**config.mk**
```make
export PLATFORM = sky130hd
export DESIGN_NAME = pprt_div
export DESIGN_NICKNAME = d
export VERILOG_FILES = /design/src/rtl/pprt_pkg.sv /design/src/rtl/pprt_div.sv
export SDC_FILE = /design/constraint.sdc
export NUM_CORES = 2
export LEC_CHECK = 0
export BUFFER_PORTS_ARGS = -buffer_cell sky130_fd_sc_hd__buf_2
export CORE_ASPECT_RATIO = 0.6
export CORE_UTILIZATION = 30
export CTS_CLUSTER_DIAMETER = 40
export DETAILED_ROUTE_END_ITERATION = 7
export GPL_ROUTABILITY_DRIVEN = 0
export SYNTH_ARGS = -nofsm -noshare
export SYNTH_HDL_FRONTEND = slang
export SYNTH_SLANG_ARGS = --single-unit
```
**constraint.sdc**
```tcl
create_clock -name clk -period 6.8 [get_ports clk]
set_clock_uncertainty 0.05 [all_clocks]
set_input_delay 1.36 -clock clk [delete_from_list [all_inputs] [get_ports clk]]
set_output_delay 1.36 -clock clk [all_outputs]
set_load 0.05 [all_outputs]
```
**src/rtl/pprt_pkg.sv**
```systemverilog
package pprt_pkg;

    localparam int CoordW = 32;
    localparam int AxisW  = 16;
    localparam int RegW   = 48;
    localparam int QuoW   = 32;
    localparam int RemW   = 48;
    localparam int Lanes  = 6;

    localparam logic [2:0] CFG_AXIS0  = 3'd0;
    localparam logic [2:0] CFG_AXIS1  = 3'd1;
    localparam logic [2:0] CFG_AXIS2  = 3'd2;
    localparam logic [2:0] CFG_SCALE  = 3'd3;
    localparam logic [2:0] CFG_ORIG_X = 3'd4;
    localparam logic [2:0] CFG_ORIG_Y = 3'd5;
    localparam logic [2:0] CFG_ORIG_Z = 3'd6;

    localparam logic OP_TO_WORLD = 1'b0;
    localparam logic OP_TO_LOCAL = 1'b1;

    typedef struct packed {
        logic               op;
        logic signed [31:0] point_x;
        logic signed [31:0] point_y;
        logic signed [31:0] point_z;
        logic signed [31:0] dir_x;
        logic signed [31:0] dir_y;
        logic signed [31:0] dir_z;
    } in_item_t;

    typedef struct packed {
        logic signed [31:0] out_point_x;
        logic signed [31:0] out_point_y;
        logic signed [31:0] out_point_z;
        logic signed [31:0] out_dir_x;
        logic signed [31:0] out_dir_y;
        logic signed [31:0] out_dir_z;
        logic               saturated;
    } out_item_t;

    // One output component on its way through the divider.
    typedef struct packed {
        logic              to_world;
        logic              sat;
        logic              zero_scale;
        logic              dot_pos;
        logic              dot_neg;
        logic              neg;
        logic              big;
        logic [15:0]       sc;
        logic [RemW-1:0]   rem;
        logic [QuoW-1:0]   quo;
    } div_lane_t;

endpackage

```
**src/rtl/pprt_div.sv**
```systemverilog
module pprt_div (
    input  logic                               clk,
    input  logic [pprt_pkg::QuoW-1:0]          en,
    input  pprt_pkg::div_lane_t                lane_in,
    output pprt_pkg::div_lane_t                lane_out
);

    pprt_pkg::div_lane_t stage_reg [pprt_pkg::QuoW];
    pprt_pkg::div_lane_t stage_next [pprt_pkg::QuoW];

    for (genvar k = 0; k < pprt_pkg::QuoW; k++) begin : g_step
        localparam int B = pprt_pkg::QuoW - 1 - k;

        always_comb
        begin
            pprt_pkg::div_lane_t src;
            logic [pprt_pkg::RemW-1:0] trial;
            src   = (k == 0) ? lane_in : stage_reg[(k == 0) ? 0 : k - 1];
            trial = {{(pprt_pkg::RemW - 16){1'b0}}, src.sc} << B;
            stage_next[k] = src;
            // restoring step: one quotient bit
            if (!src.to_world && (src.rem >= trial))
            begin
                stage_next[k].rem    = src.rem - trial;
                stage_next[k].quo[B] = 1'b1;
            end
        end

        always_ff @(posedge clk)
        begin
            if (en[k])
            begin
                stage_reg[k] <= stage_next[k];
            end
        end
    end

    assign lane_out = stage_reg[pprt_pkg::QuoW - 1];

endmodule

```
==> results.toml <==
[worst_hold_path]
hold_start = "stage_reg[1][508]$_DFFE_PP_"
hp-class = "flip-flop to flip-flop"

[timing]
setup_slack_ps = 1870
rsz0062_at_grt = "false"
report.final.slew_viol_count = 0
setup_viol = 0
slew_headroom = 0.0315
timing.fmax_mhz = 203
finalCriticalPeriod_ps = 4930
hold_viol_final = 0
worst_slew_pin_slew_ps = 1420
fin_crit_sh = 0.725
tns_ps = 0

[pwr]
leakagePower_uw = 0.0583
switching_share = 0.263
p_clk_frac = 0.352
total_power_uw = 50800
pwr-share-seq = 0.504
power_frac_comb = 0.144
irDropWorstVdd_uv = 208
powerDensity_nw_per_um2 = 313
internal-power_uw = 37400
power.net_switching_uw = 13300

[placement]
port_buffers = 238
dp_hpwl_um = 210000
pre_cts_ws_ps = 2120

[cts]
cts.htree.levels = 5
post_cts_buffers = 0
clkSinkCount = 3296
ctsHoldBuffers = 0
cts_resized = 0
cts_tree = "done"
cts_root_buf = "clkbuf_16"
clk_latency_ps = 910
cts_buffer_depth = 4
clk_pin_slew_ps = 60
cts_buffers = 331

[yosys]
synth_most_common_cell = "edfxtp_1"
ys_seq_area_frac = 0.692
syn_area_um2 = 143000
synth-warning-count = 0
synth_edf_count = 3296
yosys.area.top_type = "edfxtp_1"
avgSynthCellArea_um2 = 14.4
synth_top_flop_cell = "edfxtp_1"
synth_top_cells_by_area = "edfxtp_1 (69%), ha_1 (4.5%), xor2_1 (2.8%), xnor2_1 (2.6%), o21ai_0 (1.7%)"
synth_cells = 9947
synth-async-reset-ratio = 0
synth_common_cells = "edfxtp_1 (3,296), inv_1 (654), nand2_1 (643)"
ys_types = 94
synth_top_area_share = 0.692
synth_fp_nets = 10627
ys_seq_elements = 3296

[critical_path]
crit_top_cell = "inv_1"
cp_max_fo = 10
path_delay_family = "compound AO/OA/AOI/OAI gates"
worstPathCellList = "inv_1 > ha_1 > inv_1 > fa_1 > a211oi_1 > o21ai_0 > a2111oi_0 > nor3_1 > nor2b_1 > o2111ai_1 > nor4_1 > xor2_1"
cp_data_arrival_time_ps = 5510
timing.rr.start = "stage_reg[1][454]$_DFFE_PP_"
path_buf_inv = 2
crit_type = "flip-flop to flip-flop"
required_ps = 7380
start_kind = "flip-flop"
endpoint_kind = "flip-flop"
cp_slowest_cell = "a2111oi_0"
slowest_delay_ps = 1210
critPathLaunch = "stage_reg[1][454]$_DFFE_PP_"

[floorplanning]
coreArea_um2 = 475000
die_x_um = 894
start_util = 0.301
io_pins = 239
die_height_um = 537
dieArea_um2 = 480000
num_rows = 196

[run_status]
status = "completed"

[final_layout]
final.fill_count = 45396
largest_register_ffs = 3296
drive_above_1_share = 0.106
nets = 11028
area_growth_pct = 13.3

[routing]
routed_wl_um = 291000
drc = 0
route.vias.total = 78941
via_per_inst = 4.66
dr.pass1.iters = 6
drt-initial-drc-count = 6984
ant_nets = 0
post_drt_wl_per_cell_um = 17.2

[global_route]
grt_max_degree = 69
grt_usage = 0.117
grt_pass1_wl_um = 448000
antenna_found_initial = 20
overflow = 0
grt_pass1_vias = 75807

[job]
maxCapViolCount = 0
[through the flow]
stage | instance area, um^2 | util | cells | hold WS, ps
final | 162000 | 0.341 | 16942 | 323
after global routing | 162000 | 0.341 | 16941 | 328
after CTS | 162000 | 0.341 | 16940 | 325
after detailed placement | 152000 | 0.319 | 16351 | 355
after global placement | 152000 | 0.319 | 16351 | 350
after floorplan | 143000 | - | 9947 | 350
[area by class of cell]
type	instances	area, um^2	area share
Clock buffer	386	8620	0.0531
Tap cell	6336	7930	0.0489
Clock inverter	203	1910	0.0118
Multi-Input combinational cell	5753	40400	0.249
Sequential cell	3296	99000	0.610
Antenna cell	2	5.00	0.0000309
Inverter	654	2450	0.0151
Timing Repair Buffer	312	1830	0.0113
[cells by family after synthesis]
logic type                 Yosys count  share of synthesized area
xor gates and xnor gates           886                     0.0542
buffers and inverters              898                     0.0267
and+or+nand+nor                   2529                     0.0918
DFF                               3296                      0.692
muxes                              211                     0.0164
AOI/OAI and AO/OA                 1583                     0.0699
adders and majority gates          544                     0.0492
[metal layers]
layer	up-vias	track usage	part of all wire
met5	-	0	0.000045
met4	2	0.0261	0.020
met3	400	0.0239	0.063
met2	2024	0.162	0.39
met1	38327	0.186	0.53
li1	38188	-	-
[worst paths after layout]
| path | cells after the start | slack [ps] | to |
|---|---|---|---|
| max | 12 | 1870 | stage_reg[1][593]$_DFFE_PP_ |
| max reg2reg | 12 | 1870 | stage_reg[1][593]$_DFFE_PP_ |
| min | 0 | 320 | stage_reg[1][611]$_DFFE_PP_ |
| min reg2reg | 0 | 320 | stage_reg[1][611]$_DFFE_PP_ |
[cell usage in the layout (no fill, tap or decap), drive strengths merged, types with 252 or more instances in the layout]
master,Yosys,final
a21oi,354,354
buf,134,312
clkbuf,110,386
edfxtp,3296,3296
ha,512,512
inv,654,701
nand2,643,643
nor2,466,466
nor3,252,252
o21ai,494,494
xnor2,430,430
xor2,456,456
[power groups by stage]
stage               registers [uW]  clock network, uW  logic [uW]
floorplan                    25500                  0        5370
global placement             26000                  0        7060
detailed placement           26000                  0        7180
CTS                          25600              18400        7240
global route                 25800              19200        8110
finish                       25600              17900        7310
[worst register-to-register path, cell delays in order (launching register included)]
cell,delay (ps)
edfxtp_1,390
inv_1,80
ha_1,140
inv_1,70
fa_1,450
a211oi_1,400
o21ai_0,240
a2111oi_0,1210
nor3_1,260
nor2b_1,260
o2111ai_1,560
nor4_1,450
xor2_1,100
Note: power is estimated with default switching activity, not from simulation.
